<file path="src/hw/rtl/wsa_pkg.sv">
// wsa_pkg: command codes, field widths and control structs for the wakeup source accounting unit
// no dependencies; used by wsa_table, wsa_alu and wakeup_source_accounting_unit
`default_nettype none
package wsa_pkg;

  localparam int CMD_W = 3;
  localparam int VEC_W = 8;
  localparam int OUT_W = 32;
  localparam int SRC_W = 9;

  localparam logic [CMD_W-1:0] CMD_CLEAR  = 3'd0;
  localparam logic [CMD_W-1:0] CMD_ARM    = 3'd1;
  localparam logic [CMD_W-1:0] CMD_ATTR   = 3'd2;
  localparam logic [CMD_W-1:0] CMD_MON    = 3'd3;
  localparam logic [CMD_W-1:0] CMD_UNATTR = 3'd4;
  localparam logic [CMD_W-1:0] CMD_READ   = 3'd5;
  localparam logic [CMD_W-1:0] CMD_REPORT = 3'd6;

  typedef struct packed {
    logic             rd_en;
    logic             wr_en;
    logic             clr;
    logic [VEC_W-1:0] raddr;
    logic [VEC_W-1:0] waddr;
  } tbl_ctl_t;

  typedef struct packed {
    logic gt;
    logic eq;
    logic nz;
  } alu_flags_t;

endpackage
`default_nettype wire

</file>
<file path="src/hw/rtl/wsa_alu.sv">
// wsa_alu: shared adder and magnitude compare used by the bump, read-modify-write, walk and balance steps
// depends on wsa_pkg for alu_flags_t
`default_nettype none
module wsa_alu #(
  parameter int COUNT_WIDTH = 32
) (
  input  wire logic [COUNT_WIDTH-1:0] add_a,
  input  wire logic [COUNT_WIDTH-1:0] add_b,
  input  wire logic [COUNT_WIDTH-1:0] cmp_a,
  input  wire logic [COUNT_WIDTH-1:0] cmp_b,
  output logic      [COUNT_WIDTH-1:0] sum,
  output wsa_pkg::alu_flags_t         flags
);

  assign sum      = add_a + add_b;
  assign flags.gt = cmp_a > cmp_b;
  assign flags.eq = cmp_a == cmp_b;
  assign flags.nz = cmp_a != '0;

endmodule
`default_nettype wire
</file>
<file path="config.mk">
export PLATFORM = sky130hd
export DESIGN_NAME = wsa_alu
export DESIGN_NICKNAME = d
export VERILOG_FILES = /design/src/hw/rtl/wsa_pkg.sv /design/src/hw/rtl/wsa_alu.sv
export SDC_FILE = /design/constraint.sdc
export NUM_CORES = 1
export LEC_CHECK = 0
export BUFFER_PORTS_ARGS = -buffer_cell sky130_fd_sc_hd__clkbuf_2
export CAP_MARGIN = 10
export CORE_UTILIZATION = 45
export DETAILED_ROUTE_END_ITERATION = 6
export PLACE_DENSITY_LB_ADDON = 0.2
export SYNTH_ARGS = -nofsm -noshare
export SYNTH_HDL_FRONTEND = slang
export SYNTH_SLANG_ARGS = --single-unit
</file>
<file path="constraint.sdc">
create_clock -name vclk -period 2.71
set_clock_uncertainty 0.2 [all_clocks]
set_input_delay 0.271 -clock vclk [all_inputs]
set_output_delay 0.271 -clock vclk [all_outputs]
set_load 0.01 [all_outputs]
</file>
==> parameters.txt, run 1 <==
Parameter                              Value

Global route
  GRT Residual Overflow ... 0
  Vias in the first global route ... 2997
  Global-route wire length before repair ... 12.4 mm
  Tot GR Track Use ... 24.3%
  Maximum number of pins on one net before global-route repair ... 9
  Number of antenna violations at the first check in global routing ... 0

Drt
  Routed via count divided by cell count ... 5.31
  DRT Wirelength ... 7.72 mm
  Avg WL per Cell ... 12.5 µm
  Drt drc ... 0
  Total iterations of the first detailed-routing run ... 5
  Vias ... 3281
  ANT nets after route ... 0
  Initial drt markers ... 124

Final layout
  Number of flip-flops and latches ... 0
  Fraction of layout cells with a size suffix above 1 ... 42.3%
  Register area ... 0 µm²
  Multi-input logic area ... 0.00251 mm²
  Post-layout net count ... 742
  Synth-to-Final Area Change ... 51.8%
  Post-layout utilization of the core ... 72.8%
  Fill cell instance count of the final layout ... 446
  Antenna fix cells ... 0
  Clock buffer count in the final layout ... 0

Critical path
  Cell family with most CP delay ... compound AO/OA/AOI/OAI gates
  CP Max Fanout ... 5
  Cell with the largest stage delay on the worst path ... sky130_fd_sc_hd__a32o_2
  Cells traversed along the worst timing path ... clkbuf_2, ha_4, o21a_1, or2_1, a32o_2, o21ai_2, a21oi_2, o41ai_2, xnor2_1, buf_2
  Buffers & Inverters on Critical Path ... 2
  Launching element type of the critical path ... input port
  Kind of capture point of the worst setup path ... output port
  Startpoint of the worst setup timing path ... add_a[8]
  Critical path start-end classification ... in2out
  Data arrival time of the critical path ... 2.22 ns
  Data required time of the critical path ... 2.24 ns
  Slowest Stage Delay on Critical Path ... 0.33 ns

Synth
  Sequential area share after synthesis ... 0%
  Simple logic cell fraction of the synthesized area ... 23.7%
  Share of synthesized cell area in full adder, half adder and majority cells ... 32.0%
  Fraction of the mapped netlist area in compound gates ... 27.3%
  Post-Synthesis Net Count ... 548
  Most instantiated library cell after synthesis ... sky130_fd_sc_hd__ha_1
  Cells after Synth ... 356
  Portion of synthesized cell area occupied by the leading cell type ... 31.2%
  Main combinational cell family by area after synthesis ... adder cells
  Yosys Warn Count ... 0
  Cell types occupying the most area after synthesis ... sky130_fd_sc_hd__ha_1 (31%), sky130_fd_sc_hd__a21oi_1 (7.5%), sky130_fd_sc_hd__a21o_1 (6.2%)
  Mapped Area ... 0.00253 mm²
  Commonest cells post-synth ... sky130_fd_sc_hd__ha_1 (63), sky130_fd_sc_hd__inv_1 (40), sky130_fd_sc_hd__a21oi_1 (38)
  Number of unique standard cell types used by synthesis ... 51
  Mux contribution to synthesized area ... 0.396%
  Cell accounting for the most synthesized area ... sky130_fd_sc_hd__ha_1
  Xor/xnor cell area share of the yosys netlist ... 9.71%
  Synth Area per Inst ... 7.10 µm²

Floorplanning
  Placement Rows ... 26
  Total die area ... 0.00592 mm²
  CORE AREA ... 0.00527 mm²
  Die height ... 76.9 µm
  Number of ports placed on the die boundary ... 163
  DIE WIDTH ... 76.9 µm
  Initial core utilization ... 47.9%

Power and ir drop
  Max rail drop VDD ... 0.000160 V
  Reported leakage power ... 2.16 nW
  Pwr dens ... 236 mW/mm²

Job
  Count of max-cap constraint violations ... 0

Placed design
  DP Wirelength ... 6.59 mm
  Input/output buffers ... 163
  Routability Congestion ... 0.867

STA
  Slew HR ... 68.5%
  Tcrit/Tclk final ... 99.3%
  Maximum clock frequency ... 0.372 GHz
  Slew at the pin with the worst max-slew slack ... 0.468 ns
  Count of pins over their slew limit ... 0
  Setup repair after global routing missed its margin ... true
  Hold WS ... 0.634 ns
  Final Hold Violating Endpoints ... 0
  Final min period ... 2.69 ns
  Final Setup Violations ... 0

Min path
  Hold/Removal Path Class ... in2out
  Startpoint of the worst hold path ... add_b[0]

Outcome
  Result of the run ... finished, final reports clean
[cells by family (layout without fill, tap and decap cells)]
kind of cell,count (synthesis),after routing
XOR/XNOR,28,28
buffers and inverters,45,237
multiplexers,1,1
AND/OR/NAND/NOR,113,113
AO/OA/AOI/OAI,105,105
adder cells (fa/ha/maj),64,64
[path summary, 6_finish.rpt]
path	slack, ns	depth (start not counted)	to
max	0.02	10	sum[30]
min	0.63	3	sum[0]
[where the power goes]
part	internal, mW	total (mW)	switching [mW]
clock network	0	0	0
registers	0	0	0
logic	0.443	0.905	0.462
[stage by stage]
step	setup TNS [ns]	std cells	setup slack [ns]	power [mW]	instance area, µm²
finish	0	618	0.0186	0.905	3830
global route	-0.530	618	-0.137	1.00	3830
CTS	-0.0249	614	-0.0241	0.859	3670
detailed placement	-0.719	613	-0.151	0.842	3620
global placement	-0.366	613	-0.0809	0.825	3620
floorplan	0	356	0.244	0.496	2530
[what timing repair did]
item,4_1_cts,5_1_grt
endpoints found under the setup margin,10,15
resized for setup,6,30
hold buffers,0,0
setup buffers,1,4
pin swaps,2,9
[final cells by class]
class,count,share of cell area [%]
inverter,40,3.92
multi-input combinational,311,65.5
tap,70,2.28
timing repair buffer,197,28.3
[layout by cell type (no fill, tap or decap), types with 2 or more instances in the layout]
cell type	synthesis	layout
sky130_fd_sc_hd__and3_1	5	5
sky130_fd_sc_hd__nor3_1	8	5
sky130_fd_sc_hd__nand2_1	23	23
sky130_fd_sc_hd__nand2b_1	3	3
sky130_fd_sc_hd__nor3_2	1	3
sky130_fd_sc_hd__buf_2	1	2
sky130_fd_sc_hd__inv_1	40	40
sky130_fd_sc_hd__clkbuf_2	2	159
sky130_fd_sc_hd__buf_4	0	34
sky130_fd_sc_hd__nor3b_1	3	3
sky130_fd_sc_hd__a21oi_1	38	32
sky130_fd_sc_hd__nor2b_1	5	5
sky130_fd_sc_hd__o21bai_1	3	3
sky130_fd_sc_hd__nor2_1	21	21
sky130_fd_sc_hd__and2_1	2	2
sky130_fd_sc_hd__nand4_1	12	12
sky130_fd_sc_hd__a21o_1	21	21
sky130_fd_sc_hd__o21ai_1	1	5
sky130_fd_sc_hd__nand3_1	10	10
sky130_fd_sc_hd__o21ai_2	2	2
sky130_fd_sc_hd__buf_6	0	2
sky130_fd_sc_hd__nor4_1	11	11
sky130_fd_sc_hd__xnor2_1	18	18
sky130_fd_sc_hd__ha_4	0	6
sky130_fd_sc_hd__o21a_1	4	4
sky130_fd_sc_hd__o21ai_0	13	9
sky130_fd_sc_hd__a21oi_2	1	7
sky130_fd_sc_hd__o211ai_1	2	2
sky130_fd_sc_hd__xor2_1	10	10
sky130_fd_sc_hd__ha_1	63	56
sky130_fd_sc_hd__or2_2	2	2
sky130_fd_sc_hd__nor3_4	1	2
sky130_fd_sc_hd__a31oi_1	6	6
[metal layers]
metal	GRT usage, %	vias to the layer above	routed length, µm
met3	1.67	10	444
met5	0	-	0
met4	3.65	0	123
met2	44.6	120	3710
met1	31.1	1452	3440
li1	-	1699	-
Note: power is estimated with default switching activity, not from simulation.
==> run 2: changes to the inputs <==
SETUP_SLACK_MARGIN = 0.4   (was not set)
==> run 2 against run 1 <==
- the run now ends with negative setup slack left
- maximum frequency is 5.7% lower
- clock-buffer cell count stayed put
- cell count is 1.8% higher
- critical path depth is 1 higher
- worst hold slack better by 0.015 ns
- via count is 12% higher
- sequential cell count stayed put
- core utilization is 13 points higher
==> parameters.txt, run 2 (synthesized netlist as in run 1, its figures left out) <==
Parameter                              Value

Global route
  Maximum number of pins on one net before global-route repair ... 12 (+3)
  Busiest layer in global routing ... met2
  M2 GR Usage ... 52.3% (+7.7 points)
  Vias in the first global route ... 3232 (+7.8%)
  Global-route wire length before repair ... 13.5 mm (+8.7%)
  GRT Residual Overflow ... 0 (unchanged)
  Number of antenna violations at the first check in global routing ... 0 (unchanged)
  Met1 global-route usage ... 30.1% (-0.99 points)
  Met3 demand-to-capacity share in global routing ... 2.02% (+0.36 points)
  Tot GR Track Use ... 26.8% (+2.5 points)

Critical path
  CP Max Fanout ... 4 (-1)
  Critical path start-end classification ... in2out
  Kind of capture point of the worst setup path ... output port
  Data required time of the critical path ... 2.24 ns (about the same)
  Data arrival time of the critical path ... 2.38 ns (+0.16 ns)
  Launching element type of the critical path ... input port

STA
  Setup repair after global routing missed its margin ... true
  Maximum clock frequency ... 0.350 GHz (-5.7%)
  Hold WS ... 0.650 ns (+0.0154 ns)
  PnR worst setup slack ... -0.145 ns (-0.164 ns)
  Count of pins over their slew limit ... 0 (unchanged)
  Final min period ... 2.86 ns (+0.164 ns)
  Slew at the pin with the worst max-slew slack ... 0.547 ns (+0.0794 ns)
  Slew HR ... 63.1% (-5.3 points)
  Tcrit/Tclk final ... 105% (+6.1 points)
  Final Hold Violating Endpoints ... 0 (unchanged)
  Final Setup Violations ... 6 (+6)

Floorplanning
  Total die area ... 0.00592 mm² (unchanged)
  Number of ports placed on the die boundary ... 163 (unchanged)
  Die height ... 76.9 µm (unchanged)
  Initial core utilization ... 47.9% (unchanged)
  DIE WIDTH ... 76.9 µm (unchanged)
  Placement Rows ... 26 (unchanged)
  CORE AREA ... 0.00527 mm² (unchanged)

Drt
  Initial drt markers ... 176 (+42%)
  Drt drc ... 0 (unchanged)
  DRT Wirelength ... 10.7 mm (+38%)
  Avg WL per Cell ... 17.0 µm (+36%)
  Routed via count divided by cell count ... 5.86 (+10%)
  Total iterations of the first detailed-routing run ... 5 (unchanged)
  Vias ... 3686 (+12%)
  ANT nets after route ... 0 (unchanged)

Power and ir drop
  Max rail drop VDD ... 0.000186 V (+16%)
  Total power ... 1.16 mW (+28%)
  Reported leakage power ... 2.31 nW (+6.6%)
  Pwr dens ... 255 mW/mm² (+8.1%)

Placed design
  Cell area after placement ... 0.00369 mm² (+1.9%)
  Post-placement setup slack ... -0.0445 ns (+0.107 ns)
  Post-Place Cells ... 600 (-2.1%)
  Input/output buffers ... 163 (unchanged)
  DP Wirelength ... 6.64 mm (+0.86%)
  Routability Congestion ... 0.867 (unchanged)

Min path
  Hold/Removal Path Class ... in2out
  Worst Hold Depth ... 3 (unchanged)

Final layout
  Number of flip-flops and latches ... 0 (unchanged)
  Number of standard cells in the final layout excluding fillers ... 629 (+1.8%)
  Synth-to-Final Area Change ... 79.4%
  Register area ... 0 µm² (unchanged)
  Fraction of layout cells with a size suffix above 1 ... 54.9% (+13 points)
  Most common cell after layout, fill and taps aside ... sky130_fd_sc_hd__clkbuf_2
  Most used cells in the layout excluding fill and tap cells ... sky130_fd_sc_hd__clkbuf_2 (134), sky130_fd_sc_hd__ha_1 (39), sky130_fd_sc_hd__inv_1 (37)
  Antenna fix cells ... 0 (unchanged)
  Clock buffer count in the final layout ... 0 (unchanged)
  Post-layout net count ... 753 (+1.5%)
  Finished Cell Area ... 0.00453 mm² (+18%)

Outcome
  Result of the run ... finished with violations
  Violations in the final reports ... negative setup slack

Job
  Count of max-cap constraint violations ... 0 (unchanged)
-- run 2: cell type report --
| type | count | area, µm² |
|---|---|---|
| inverter | 40 | 150 |
| multi-input combinational | 311 | 3050 |
| tap | 70 | 87.6 |
| timing repair buffer | 208 | 1250 |
| fill | 299 | 738 |
-- run 2: final timing paths --
| kind | start | slack (ns) | endpoint |
|---|---|---|---|
| max | add_a[7] | -0.15 | sum[24] |
| min | add_b[0] | 0.65 | sum[0] |
-- run 2: routing by layer --
metal	routed length (µm)	part of all wire, %	up-vias
met4	548	5.1	0
met1	4010	38	1679
met3	770	7.2	54
met2	5350	50	230
met5	0	0	-
li1	-	-	1723
-- run 2: worst max-delay path, cell delays in order --
cell	delay [ns]
sky130_fd_sc_hd__clkbuf_2	0.10
sky130_fd_sc_hd__ha_4	0.25
sky130_fd_sc_hd__a211oi_2	0.27
sky130_fd_sc_hd__nand2_1	0.14
sky130_fd_sc_hd__a32o_2	0.34
sky130_fd_sc_hd__nor3_4	0.27
sky130_fd_sc_hd__o31ai_2	0.12
sky130_fd_sc_hd__buf_4	0.16
sky130_fd_sc_hd__a21oi_2	0.15
sky130_fd_sc_hd__xnor2_1	0.14
sky130_fd_sc_hd__clkbuf_2	0.16
-- run 2: power by group --
part           switching [mW]  internal (mW)
Combinational           0.597          0.559
Sequential                  0              0
Clock                       0              0
Total                   0.597          0.559
-- run 2: through the flow --
step / util [%] / TNS, ns
6_report: 86.0 / -0.352
5_1_grt: 86.0 / -0.892
4_1_cts: 76.9 / 0
3_5_place_dp: 70.1 / -0.0651
3_3_place_gp: 70.1 / -0.0367
2_1_floorplan: - / 0
-- run 2: what timing repair did --
item                       4_1_cts  5_1_grt
setup endpoints to repair       24       26
gates resized for setup         49       90
pin swaps                       37       38
buffers inserted                13       16
hold buffers                     0        0
==> run 3: changes to the inputs <==
CELL_PAD_IN_SITES_DETAIL_PLACEMENT = 2   (was not set)
CELL_PAD_IN_SITES_GLOBAL_PLACEMENT = 2   (was not set)
CORE_UTILIZATION = 22   (was 45)
RECOVER_POWER = 50   (was not set)
==> run 3 against run 2 <==
- the flow still finishes with violations (negative setup slack)
- critical path depth is 1 higher
- cell area increased by 4.7%
- clock-buffer cell count did not move
- die area is 100% higher
- sequential cell count unchanged
- core utilization decreased by 43 points
- via count fell by 4.2%
- routed wire length rose by 12%
- sequential share of layout area unchanged
- global-route usage fell by 8.8 points
- cell count up 15%
==> parameters.txt, run 3 (synthesized netlist as in run 1, its figures left out) <==
Parameter                              Value

Final layout
  Fill cell instance count of the final layout ... 1279 (+330%)
  Most common cell after layout, fill and taps aside ... sky130_fd_sc_hd__clkbuf_2
  Fraction of layout cells with a size suffix above 1 ... 54.7% (-0.20 points)
  Post-layout net count ... 777 (+3.2%)
  Finished Cell Area ... 0.00474 mm² (+4.7%)
  Antenna fix cells ... 0 (unchanged)
  Register area ... 0 µm² (unchanged)
  Multi-input logic area ... 0.00296 mm² (-3.0%)
  Synth-to-Final Area Change ... 87.8%
  Clock buffer count in the final layout ... 0 (unchanged)
  Number of flip-flops and latches ... 0 (unchanged)
  Most used cells in the layout excluding fill and tap cells ... sky130_fd_sc_hd__clkbuf_2 (130), sky130_fd_sc_hd__buf_4 (56), sky130_fd_sc_hd__ha_1 (46)
  Number of standard cells in the final layout excluding fillers ... 723 (+15%)

Critical path
  Critical path start-end classification ... in2out
  Kind of capture point of the worst setup path ... output port
  Data required time of the critical path ... 2.24 ns (about the same)
  Startpoint of the worst setup timing path ... add_b[0]
  CP Max Fanout ... 4 (unchanged)
  Data arrival time of the critical path ... 2.27 ns (-0.11 ns)
  Launching element type of the critical path ... input port
  Critical path endpoint ... sum[20]

Floorplanning
  Initial core utilization ... 22.9% (-25 points)
  Die height ... 109 µm (+42%)
  DIE WIDTH ... 109 µm (+42%)
  Number of ports placed on the die boundary ... 163 (unchanged)
  Total die area ... 0.0119 mm² (+100%)
  CORE AREA ... 0.0110 mm² (+110%)
  Placement Rows ... 38 (+46%)

STA
  Count of pins over their slew limit ... 0 (unchanged)
  PnR worst setup slack ... -0.0333 ns (+0.112 ns)
  Final Hold Violating Endpoints ... 0 (unchanged)
  Final min period ... 2.74 ns (-0.112 ns)
  Tcrit/Tclk final ... 101% (-4.1 points)
  Slew at the pin with the worst max-slew slack ... 0.661 ns (+0.114 ns)
  Setup repair after global routing missed its margin ... true
  Slew HR ... 55.5% (-7.7 points)
  Final Setup Violations ... 5 (-1)
  Maximum clock frequency ... 0.365 GHz (+4.1%)
  Hold WS ... 0.662 ns (+0.0121 ns)

Drt
  DRT Wirelength ... 12.0 mm (+12%)
  Total iterations of the first detailed-routing run ... 4 (-1)
  Drt drc ... 0 (unchanged)
  Vias ... 3532 (-4.2%)
  Routed via count divided by cell count ... 4.89 (-17%)
  ANT nets after route ... 0 (unchanged)
  Avg WL per Cell ... 16.6 µm (-2.2%)
  Initial drt markers ... 41 (-77%)

Placed design
  Post-placement setup slack ... -0.0987 ns (-0.0542 ns)
  Post-Place Cells ... 692 (+15%)
  Input/output buffers ... 163 (unchanged)
  DP Wirelength ... 9.63 mm (+45%)
  Cell area after placement ... 0.00395 mm² (+6.8%)
  Routability Congestion ... 0.783 (-9.6%)

Power and ir drop
  Reported leakage power ... 2.44 nW (+5.6%)
  Pwr dens ... 252 mW/mm² (-1.0%)
  Max rail drop VDD ... 0.000106 V (-43%)

Global route
  Number of antenna violations at the first check in global routing ... 0 (unchanged)
  GRT Residual Overflow ... 0 (unchanged)
  Tot GR Track Use ... 18.0% (-8.8 points)
  Global-route wire length before repair ... 17.6 mm (+30%)
  Maximum number of pins on one net before global-route repair ... 8 (-4)
  Vias in the first global route ... 3883 (+20%)

Min path
  Hold/Removal Path Class ... in2out

Outcome
  Result of the run ... finished with violations
  Violations in the final reports ... negative setup slack

Job
  Count of max-cap constraint violations ... 0 (unchanged)
run 3: per-stage QoR:
step,TNS [ns],power [mW],utilization [%]
after global placement,-0.0567,0.919,35.8
after global routing,-0.890,1.30,43.0
after floorplan,0,0.536,-
after CTS,-0.191,1.11,40.3
after detailed placement,-0.441,0.954,35.8
final,-0.0729,1.20,43.0
run 3: metal layers:
layer	part of all wire (%)	vias to the layer above	wire length, µm	track usage (%)
li1	-	1763	-	-
met1	39	1672	4660	20.0
met2	57	90	6780	37.6
met3	4.2	7	506	1.26
met4	0.47	0	57	1.35
met5	0	-	0	0
run 3: how the worst min path moves through the flow:
stage                     endpoint      from  slack (ns)  cells after the start
after floorplan             sum[0]  add_b[0]        0.45                      1
after global placement      sum[0]  add_b[0]        0.67                      3
after detailed placement    sum[0]  add_b[0]        0.68                      3
after CTS                   sum[0]  add_b[0]        0.68                      3
after global routing        sum[0]  add_a[0]        0.67                      3
final                       sum[0]  add_a[0]        0.66                      3
run 3: worst max-delay path: stages:
cell                      delay, ns
sky130_fd_sc_hd__buf_8         0.10
sky130_fd_sc_hd__ha_4          0.15
sky130_fd_sc_hd__fa_2          0.35
sky130_fd_sc_hd__a21oi_2       0.17
sky130_fd_sc_hd__o211a_1       0.21
sky130_fd_sc_hd__nor3_4        0.08
sky130_fd_sc_hd__nor3_2        0.24
sky130_fd_sc_hd__o31ai_1       0.10
sky130_fd_sc_hd__buf_4         0.17
sky130_fd_sc_hd__a21oi_2       0.12
sky130_fd_sc_hd__xnor2_1       0.14
sky130_fd_sc_hd__buf_2         0.16
run 3: timing repair:
| action | in CTS | in global routing |
|---|---|---|
| cloned | 0 | 0 |
| pin swaps | 34 | 40 |
| endpoints found under the setup margin | 25 | 26 |
| endpoints found under the hold margin | 0 | 0 |
| buffers inserted | 20 | 11 |
| hold buffers | 0 | 0 |
| gates resized for setup | 61 | 65 |
run 3: report_power, final:
group | total (mW) | leakage [nW] | switching [mW] | internal, mW
combinational | 1.20 | 2.44 | 0.591 | 0.606
sequential | 0 | 0 | 0 | 0
clock | 0 | 0 | 0 | 0
total | 1.20 | 2.44 | 0.591 | 0.606
run 3: layout make-up:
class | count | area share [%]
Tap cell | 140 | 3.69
Inverter | 40 | 3.17
Timing Repair Buffer | 232 | 30.8
Multi-Input combinational cell | 311 | 62.3
